===== config.mk =====
export PLATFORM = sky130hd
export DESIGN_NAME = bmpe_modmul
export DESIGN_NICKNAME = d
export VERILOG_FILES = /design/src/sv/bmpe_pkg.sv /design/src/sv/bmpe_modmul.sv
export SDC_FILE = /design/constraint.sdc
export NUM_CORES = 1
export LEC_CHECK = 0
export BUFFER_PORTS_ARGS = -buffer_cell sky130_fd_sc_hd__buf_2
export CORE_MARGIN = 2
export CORE_UTILIZATION = 33
export CTS_CLUSTER_SIZE = 30
export DETAILED_ROUTE_END_ITERATION = 8
export GPL_TIMING_DRIVEN = 1
export PLACE_DENSITY = 0.6
export REMOVE_ABC_BUFFERS = 1
export SLEW_MARGIN = 20
export SYNTH_ARGS = -nofsm -noshare
export SYNTH_HDL_FRONTEND = slang
export SYNTH_SLANG_ARGS = --single-unit

===== constraint.sdc =====
create_clock -name clk_i -period 17.2 [get_ports clk_i]
set_clock_uncertainty 0.2 [all_clocks]
set_input_delay 0.86 -clock clk_i [delete_from_list [all_inputs] [get_ports clk_i]]
set_output_delay 0.86 -clock clk_i [all_outputs]
set_load 0.005 [all_outputs]

===== src/sv/bmpe_pkg.sv =====
// Shared types and constants for the binomial mod prime engine.
// No dependencies; every other file imports this package.
`timescale 1ns / 1ps

package bmpe_pkg;

  localparam int unsigned DataW        = 32;
  localparam int unsigned NW           = 12;
  localparam int unsigned RW           = 13;
  localparam int unsigned MaxNDefault  = 1023;
  localparam logic [DataW-1:0] ModulusReset = 32'd1000000007;

  typedef enum logic {
    OpBuild = 1'b0,
    OpQuery = 1'b1
  } op_e;

  typedef enum logic [1:0] {
    StatusOk       = 2'd0,
    StatusRange    = 2'd1,
    StatusNotBuilt = 2'd2
  } status_e;

  typedef enum logic [4:0] {
    StIdle,
    StFac0,
    StFacMul,
    StFacWait,
    StPowMul,
    StPowMulWait,
    StPowSqWait,
    StInvTop,
    StInvMul,
    StInvWait,
    StQRd1,
    StQRd2,
    StQWait1,
    StQWait2,
    StOut
  } state_e;

  // Request to the shared modular multiplier: a must already be below the modulus.
  typedef struct packed {
    logic             start;
    logic [DataW-1:0] a;
    logic [DataW-1:0] b;
  } mul_req_t;

endpackage


===== src/sv/bmpe_modmul.sv =====
// Bit-serial modular multiplier: (a * b) mod m, one bit of b per cycle.
// Depends on bmpe_pkg.
`timescale 1ns / 1ps

module bmpe_modmul (
  input  logic                      clk_i,
  input  logic                      rst_ni,
  input  bmpe_pkg::mul_req_t        req_i,
  input  logic [bmpe_pkg::DataW-1:0] modulus_i,
  output logic                      done_o,
  output logic [bmpe_pkg::DataW-1:0] product_o
);
  import bmpe_pkg::*;

  localparam int unsigned CntW = $clog2(DataW);

  logic             busy_q;
  logic             done_q;
  logic [CntW-1:0]  cnt_q;
  logic [DataW-1:0] a_q;
  logic [DataW-1:0] b_q;
  logic [DataW-1:0] acc_q;
  logic [DataW-1:0] acc_d;
  logic [DataW:0]   dbl;
  logic [DataW:0]   dbl_red;
  logic [DataW:0]   sum;
  logic [DataW:0]   sum_red;
  logic [DataW:0]   mod_w;

  // Horner step: acc = 2*acc + bit*a, reduced with one subtract after each add.
  always_comb begin
    mod_w   = {1'b0, modulus_i};
    dbl     = {acc_q, 1'b0};
    dbl_red = (dbl >= mod_w) ? dbl - mod_w : dbl;
    sum     = dbl_red + {1'b0, (b_q[DataW-1] ? a_q : '0)};
    sum_red = (sum >= mod_w) ? sum - mod_w : sum;
    acc_d   = sum_red[DataW-1:0];
  end

  always_ff @(posedge clk_i or negedge rst_ni) begin
    if (!rst_ni) begin
      busy_q <= 1'b0;
      done_q <= 1'b0;
      cnt_q  <= '0;
    end else begin
      done_q <= 1'b0;
      if (req_i.start) begin
        busy_q <= 1'b1;
        cnt_q  <= '0;
      end else if (busy_q) begin
        cnt_q <= cnt_q + CntW'(1);
        if (cnt_q == CntW'(DataW - 1)) begin
          busy_q <= 1'b0;
          done_q <= 1'b1;
        end
      end
    end
  end

  always_ff @(posedge clk_i) begin
    if (req_i.start) begin
      a_q   <= req_i.a;
      b_q   <= req_i.b;
      acc_q <= '0;
    end else if (busy_q) begin
      acc_q <= acc_d;
      b_q   <= {b_q[DataW-2:0], 1'b0};
    end
  end

  assign done_o    = done_q;
  assign product_o = (modulus_i[DataW-1:1] == '0) ? '0 : acc_q;

endmodule


==> out/results.ini <==
[status]
status=complete, no violations

[drt]
routed_via_density=5.44
dr_total_vias=9182
drc=0
antenna_left=0
wl_per_cell_um=18.6
drt_pass1_iterations=6
drt_wl_total_um=31400
drt_iter0_markers=728

[clocking]
cts_buffers=9
cts_hold_buf=0
htreeDepth=3
clockRootBuffer=clkbuf_16
cts_tree=yes
post_cts_resized=0
post-cts-setup-buffer-count=0
cts_sinks=103
clkLatencyLatePin_ps=370
clockBufferDepth=2
clk_pin_slew_worst_paths_ps=90

[floorplanning]
start_util_pct=33.4
num_rows=64
dieHeight_um=179
io_pins=132
core-area_um2=30400
fp.dieArea_um2=32200
die_w_um=179

[timing]
setup_viol=0
worstMarginPinSlew_ps=1060
final-hold-violation-count=0
fin_tns_setup_ps=0
fmax_mhz=106
min_period_ps=9400
rsz0062_at_grt=no
final_max_slew_viol_count=0
slew_headroom_pct=29.5
post-route-period-util_pct=54.7

[synthesis]
yosysTopAreaCell=edfxtp_1
async_flop_share_pct=6.80
synth_commonest_cells=109 x a21oi_1, 98 x ha_1, 87 x nand2_1
ys.flop_type=edfxtp_1
synth-warning-count=0
synth_seq_cells=103
synthCells=1185
synth_area_leaders=edfxtp_1 19%, ha_1 12%, dfxtp_1 6.3%, a21oi_1 5.4%, xnor2_1 5.4%
synth.most_common_cell=a21oi_1
yosys.area.top_type_share_pct=18.9
synth_edf_count=64
avgSynthCellArea_um2=8.57
yosysUniqueCellTypes=82
syn-cell-area_um2=10100
yosysSeqAreaShare_pct=27.0

[worst_setup_path]
critPathLaunchType=input port
cp_slowest_cell=and2_2
arrival_ps=9420
critPathMaxFanout=62
cp_num_cells=31
path_buf_inv=2
cpMostUsedCell=a21oi_1
cpLargestDelayFamily=compound AO/OA/AOI/OAI gates
cpPeakStageDelay_ps=900
r2r-start=acc_q[2]
rr_worst_depth=29
worstSetupEndpointType=flip-flop
crit_end=acc_q[18]
cp.required_ps=17220
crit_start=modulus_i[1]
ff2ff_setup_slack_ps=8110
r2r_end=acc_q[18]
path_class=in -> reg

[cells_and_area]
syn2layout_area_growth_pct=12.9
instances_no_fill=1689
design_area_um2=11500
layout-drive-gt1-share_pct=16.4
fin_util_pct=37.7
layout.nets=1486

[place]
portBuffers=131
dp_hpwl_um=24400
dp_cells=1671
gp_congestion=0.922
placed_area_um2=11100

[grt]
grt_remaining_overflow=0
antenna_found_initial=6
grt_usage_pct=19.5
grt_pass1_wl_um=48500
grt_pass1_vias=8969
grt_max_degree=71

[min_path]
hold_class=in -> async

[job]
max_cap_violations=0

[metrics by stage]
stage               setup slack [ps]  hold WS (ps)
global placement                7540           303
detailed placement              7420           318
global route                    7080           103
finish                          7800           111
floorplan                       9130           260
CTS                             7800           104
[routing by layer]
| layer | routed length, um | global-route usage [%] | vias up | share of wire (%) |
|---|---|---|---|---|
| met5 | 44 | 0 | - | 0.14 |
| met4 | 824 | 5.85 | 6 | 2.6 |
| met3 | 2460 | 4.75 | 48 | 7.8 |
| met2 | 13800 | 31.2 | 305 | 44 |
| met1 | 14300 | 26.0 | 4255 | 46 |
| li1 | - | - | 4568 | - |
[worst reg2reg max path: cells and delay by family (launching register included)]
kind                       cells  cell delay (ps)
AOI/OAI and AO/OA             16             4110
and+or+nand+nor                8             2730
adders and majority gates      3             1000
DFF                            1              440
muxes                          1              330
xor gates and xnor gates       1              120
[how the worst min path moves through the flow]
stage	startpoint	endpoint	slack [ps]	depth (start not counted)
finish	rst_ni	busy_q	110	1
global route	rst_ni	busy_q	100	1
CTS	rst_ni	done_o	100	1
detailed placement	acc_q[28]	acc_q[28]	320	2
global placement	acc_q[26]	acc_q[26]	300	2
floorplan	acc_q[2]	acc_q[2]	260	2
[flip-flops by register name (all words and copies together), names as in the netlist]
signal,cells
a_q,32
acc_q,32
b_q,32
busy_q,1
cnt_q,5
done_o,1
[placed cells by master, fill, tap and decap left out, types with 25 or more instances in the layout]
cell type | Yosys | final
buf_2 | 6 | 130
a21oi_1 | 109 | 109
ha_1 | 98 | 98
nand2_1 | 87 | 87
nor2_1 | 74 | 73
inv_1 | 64 | 64
edfxtp_1 | 64 | 64
o21ai_0 | 63 | 63
xnor2_1 | 62 | 62
a21o_1 | 45 | 45
nor2b_1 | 39 | 39
and2_1 | 37 | 36
a211oi_1 | 33 | 33
mux2_2 | 32 | 32
dfxtp_1 | 32 | 32
xor2_1 | 25 | 25
[cell type report]
| cell class | count | area (um^2) |
|---|---|---|
| antenna | 2 | 5.00 |
| clock buffer | 9 | 225 |
| clock inverter | 7 | 101 |
| fill | 3193 | 19000 |
| inverter | 64 | 240 |
| multi-input combinational | 973 | 6960 |
| sequential | 103 | 2740 |
| tap | 396 | 495 |
| timing repair buffer | 135 | 696 |
[cell families after synthesis]
logic type	count (synthesis)	synth area share, %
multiplexers	51	5.42
AND/OR/NAND/NOR	362	18.7
AO/OA/AOI/OAI	372	24.2
XOR/XNOR	87	7.51
flip-flops	103	27.0
adder cells (fa/ha/maj)	101	12.7
buffers and inverters	109	4.52
Power is not shown: default switching activity piles up to over one toggle a cycle in this logic, so the estimate is an artifact.
